===== config.mk =====
export PLATFORM = sky130hd
export DESIGN_NAME = bsm_sqrt_pipe
export DESIGN_NICKNAME = d
export VERILOG_FILES = /design/src/sv/bsm_pkg.sv /design/src/sv/bsm_sqrt_pipe.sv
export SDC_FILE = /design/constraint.sdc
export NUM_CORES = 2
export LEC_CHECK = 0
export BUFFER_PORTS_ARGS = -buffer_cell sky130_fd_sc_hd__buf_2
export CAP_MARGIN = 10
export CELL_PAD_IN_SITES_DETAIL_PLACEMENT = 2
export CELL_PAD_IN_SITES_GLOBAL_PLACEMENT = 2
export CORE_MARGIN = 2
export CORE_UTILIZATION = 30
export DETAILED_ROUTE_END_ITERATION = 6
export HOLD_SLACK_MARGIN = 0.1
export PLACE_DENSITY = 0.66
export SYNTH_ARGS = -nofsm -noshare
export SYNTH_HDL_FRONTEND = slang
export SYNTH_SLANG_ARGS = --single-unit

===== constraint.sdc =====
create_clock -name clk -period 8.2 [get_ports clk]
set_clock_uncertainty 0.1 [all_clocks]
set_input_delay 1.64 -clock clk [delete_from_list [all_inputs] [get_ports clk]]
set_output_delay 1.64 -clock clk [all_outputs]
set_load 0.005 [all_outputs]

===== src/sv/bsm_pkg.sv =====
package bsm_pkg;

  // Default coordinate width (signed Q16.16 centers)
  localparam int COORD_WIDTH_DEF = 32;

  // Round a bit count up to whole bytes
  function automatic int pad_bytes(input int n);
    return ((n + 7) >> 3) << 3;
  endfunction

endpackage


===== src/sv/bsm_sqrt_pipe.sv =====
module bsm_sqrt_pipe
  import bsm_pkg::*;
#(
  parameter int IN_W   = 68,
  parameter int SIDE_W = 8
) (
  input  logic                  clk,
  input  logic                  rst,
  input  logic                  en,
  input  logic                  in_valid,
  input  logic [IN_W-1:0]       in_val,
  input  logic [SIDE_W-1:0]     in_side,
  output logic                  out_valid,
  output logic [IN_W/2-1:0]     out_root,
  output logic [SIDE_W-1:0]     out_side
);

  localparam int N   = IN_W / 2;
  localparam int RMW = N + 2;

  logic [IN_W-1:0]   x    [0:N];
  logic [RMW-1:0]    rem  [0:N];
  logic [N-1:0]      root [0:N];
  logic [SIDE_W-1:0] side [0:N];
  logic [N:0]        vld;

  assign x[0]    = in_val;
  assign rem[0]  = '0;
  assign root[0] = '0;
  assign side[0] = in_side;
  assign vld[0]  = in_valid;

  // One result bit per stage, two radicand bits consumed each step
  for (genvar i = 0; i < N; i++) begin : g_step
    logic [N+3:0] remt;
    logic [N+3:0] trial;
    logic         ge;
    logic [N+3:0] diff;

    always_comb begin
      remt  = {rem[i], x[i][IN_W-1 -: 2]};
      trial = {2'b00, root[i], 2'b01};
      ge    = remt >= trial;
      diff  = remt - trial;
    end

    always_ff @(posedge clk) begin
      if (rst) begin
        vld[i+1] <= 1'b0;
      end else if (en) begin
        vld[i+1] <= vld[i];
      end
    end

    always_ff @(posedge clk) begin
      if (en) begin
        x[i+1]    <= {x[i][IN_W-3:0], 2'b00};
        rem[i+1]  <= ge ? diff[RMW-1:0] : remt[RMW-1:0];
        root[i+1] <= {root[i][N-2:0], ge};
        side[i+1] <= side[i];
      end
    end
  end

  assign out_valid = vld[N];
  assign out_root  = root[N];
  assign out_side  = side[N];

endmodule


==> impl_metrics.env <==
export IMPL_status="finished clean"
export IMPL_timing_fmax_mhz=204
export IMPL_cts_root_buf="clkbuf_16"
export IMPL_wl_um=361000
export IMPL_drc=0
export IMPL_ys_types=90
export IMPL_drive_gt1_share_pct=8.07
export IMPL_finalHoldWorstSlack_ps=296
export IMPL_power_frac_clock_pct=34.6
export IMPL_internal_power_uw=33200
export IMPL_grt_total_usage_pct=14.7
export IMPL_io_pin_count=123
export IMPL_stdcell_count=17683
export IMPL_synthCells=10808
export IMPL_final_setup_viol_count=0
export IMPL_start_util_pct=30.1
export IMPL_cp_end_kind="register"
export IMPL_p_leak_uw=0.0602
export IMPL_maxCapViolCount=0
export IMPL_ant_nets=0
export IMPL_ys_flop_type="edfxtp_1"
export IMPL_grt_pass1_wl_um=566000
export IMPL_vias=85659
export IMPL_hpwl_um=264000
export IMPL_drt_iter0_markers=4293
export IMPL_syn_area_um2=143000
export IMPL_p_sw_uw=13600
export IMPL_synth_largest_area_cell="edfxtp_1"
export IMPL_relSlewSlack_pct=21.9
export IMPL_nFillCells=48711
export IMPL_min_period_ps=4890
export IMPL_cts_tree="built"
export IMPL_grt_max_degree=184
export IMPL_ir_worst_vdd_mv=0.200
export IMPL_period_share_pct=59.6
export IMPL_area_growth_pct=14.2
export IMPL_powerDensity_nw_per_um2=287
export IMPL_htree_levels=5
export IMPL_cts_repair_resized=0
export IMPL_ys_seq_area_share_pct=66.1
export IMPL_clock_latency_ps=970
export IMPL_dp_cells=17022
export IMPL_layout_commonest_cell="edfxtp_1"
export IMPL_p_sw_share_pct=29.1
export IMPL_fp_dieH_um=694
export IMPL_routedWlPerCell_um=20.4
export IMPL_clk_pin_slew_ps=60
export IMPL_power_frac_seq_pct=46.2
export IMPL_ff_latch_area_um2=94500
export IMPL_p_comb_share_pct=19.2
export IMPL_yosysTopAreaCellShare_pct=65.6
export IMPL_rows=253
export IMPL_ys_warn_count=0
export IMPL_cts_made_buffers=365
export IMPL_fin_nets=11856
export IMPL_antenna_found_initial=8
export IMPL_crit_required_ps=8760
export IMPL_hold_viol_final=0
export IMPL_worstHoldPathType="reg2reg"
export IMPL_synth_avg_cell_area_um2=13.2
export IMPL_final_max_slew_viol_count=0
export IMPL_synth_edf_count=3124
export IMPL_postCtsHoldBufs=0
export IMPL_clock_path_buffers=4
export IMPL_multi_input_area_um2=44600
export IMPL_worstPathMaxFanout=29
export IMPL_ys_seq_elements=3158
export IMPL_core_area_um2=475000
export IMPL_gr_total_overflow=0
export IMPL_synth_net_count=11520
export IMPL_async_reset_ff_share_pct=0
export IMPL_crit_arrival_ps=5450
export IMPL_die_w_um=694
export IMPL_critPathLaunchType="register"
export IMPL_viasPerCell=4.84
export IMPL_fin_tns_setup_ps=0
export IMPL_worst_pin_slew_ps=1170
export IMPL_dieArea_um2=482000
export IMPL_place_congestion=0.827
export IMPL_yosys_top_cells_area="edfxtp_1 66%, ha_1 5.5%, xor2_1 2.9%, xnor2_1 2.9%, o21ai_0 2.3%"
export IMPL_first_pass_iters=5
export IMPL_cts_sinks=3158
export IMPL_rsz0062_at_grt="false"
export IMPL_final_cell_mix="3124 x edfxtp_1, 807 x inv_1, 792 x nand2_1, 655 x o21ai_0, 632 x ha_1"
export IMPL_cts_setup_buffers=0
export IMPL_path_class="reg2reg"
export IMPL_grt_pass1_vias=95120
export IMPL_port_buffers=122
[flip-flops by register name (all words and copies together) (netlist names)]
register	count
g_step.trial	561
g_step.remt	1201
out_valid	1
x	1056
vld	33
out_side	8
out_root	34
side	264
[worst max-delay path, cell delays in order, from the launching register on]
cell and delay, ps:
edfxtp_1 490, or4_4 560, or4_1 490, or4_1 480
or3_4 380, a2111oi_4 420, nand3_1 150, o21ai_2 790
buf_4 450, nor3_1 120, xor2_1 180
[per-stage QoR]
stage | instance area [µm²] | power (µW) | setup slack, ps | util, %
6_report | 163000 | 46800 | 3310 | 34.4
4_1_cts | 163000 | 47700 | 3260 | 34.4
2_1_floorplan | 143000 | 27500 | 4430 | -
5_1_grt | 163000 | 49300 | 3020 | 34.4
3_3_place_gp | 151000 | 30600 | 3380 | 31.9
3_5_place_dp | 151000 | 31000 | 3300 | 31.9
[cells by family (layout without fill, tap and decap cells)]
group                    after synthesis  in the layout  synth area share [%]
flip-flops                          3158           3158                  66.1
other                                  1              6               0.00262
AND/OR/NAND/NOR                     2794           2794                  9.81
adder cells (fa/ha/maj)              632            632                  5.53
multiplexers                         100            100                 0.744
buffers and inverters               1045           1668                  2.78
AO/OA/AOI/OAI                       2123           2123                  9.18
XOR/XNOR                             955            955                  5.85
[Yosys cell counts, types with 101 or more instances]
| cell type | number |
|---|---|
| a21o_1 | 240 |
| a21oi_1 | 584 |
| clkbuf_1 | 207 |
| edfxtp_1 | 3124 |
| ha_1 | 632 |
| inv_1 | 807 |
| nand2_1 | 792 |
| nand2b_1 | 123 |
| nand3_1 | 186 |
| nand4_1 | 122 |
| nor2_1 | 566 |
| nor2b_1 | 101 |
| nor3_1 | 250 |
| nor4_1 | 150 |
| o21a_1 | 108 |
| o21ai_0 | 655 |
| or3_1 | 110 |
| xnor2_1 | 477 |
| xor2_1 | 478 |
[power groups by stage]
stage	clock (µW)	combinational (µW)	sequential [µW]
2_1_floorplan	0	6310	21200
3_3_place_gp	0	8650	21900
3_5_place_dp	0	9020	22000
4_1_cts	16900	9100	21700
5_1_grt	17400	10100	21900
6_report	16200	8990	21600
[worst paths after layout]
kind                                     startpoint             endpoint  slack [ps]  cells after the start
worst max-delay path            g_step[19].remt[23]  g_step[20].remt[27]        3310                     10
worst min-delay path                        x[1403]              x[1337]         300                      0
worst max register to register  g_step[19].remt[23]  g_step[20].remt[27]        3310                     10
worst min register to register              x[1403]              x[1337]         300                      0
[per-layer routing]
metal / up-vias / global-route usage, % / share of wire [%]
li1: 40818 / - / -
met1: 43443 / 18.0 / 43
met2: 876 / 27.2 / 52
met4: 0 / 4.14 / 2.8
met3: 522 / 1.65 / 2.5
met5: - / 0 / 0
[layout make-up]
cell class              count  share of cell area (%)
diodes                      5                 0.00766
clock buffers             427                    5.78
clock inverters           227                    1.49
inverters                 812                    1.87
multi-input cells        6605                    27.3
flip-flops and latches   3158                    57.9
well taps                6247                    4.79
repair buffers            202                   0.871
(Power assumes the default switching activity.)
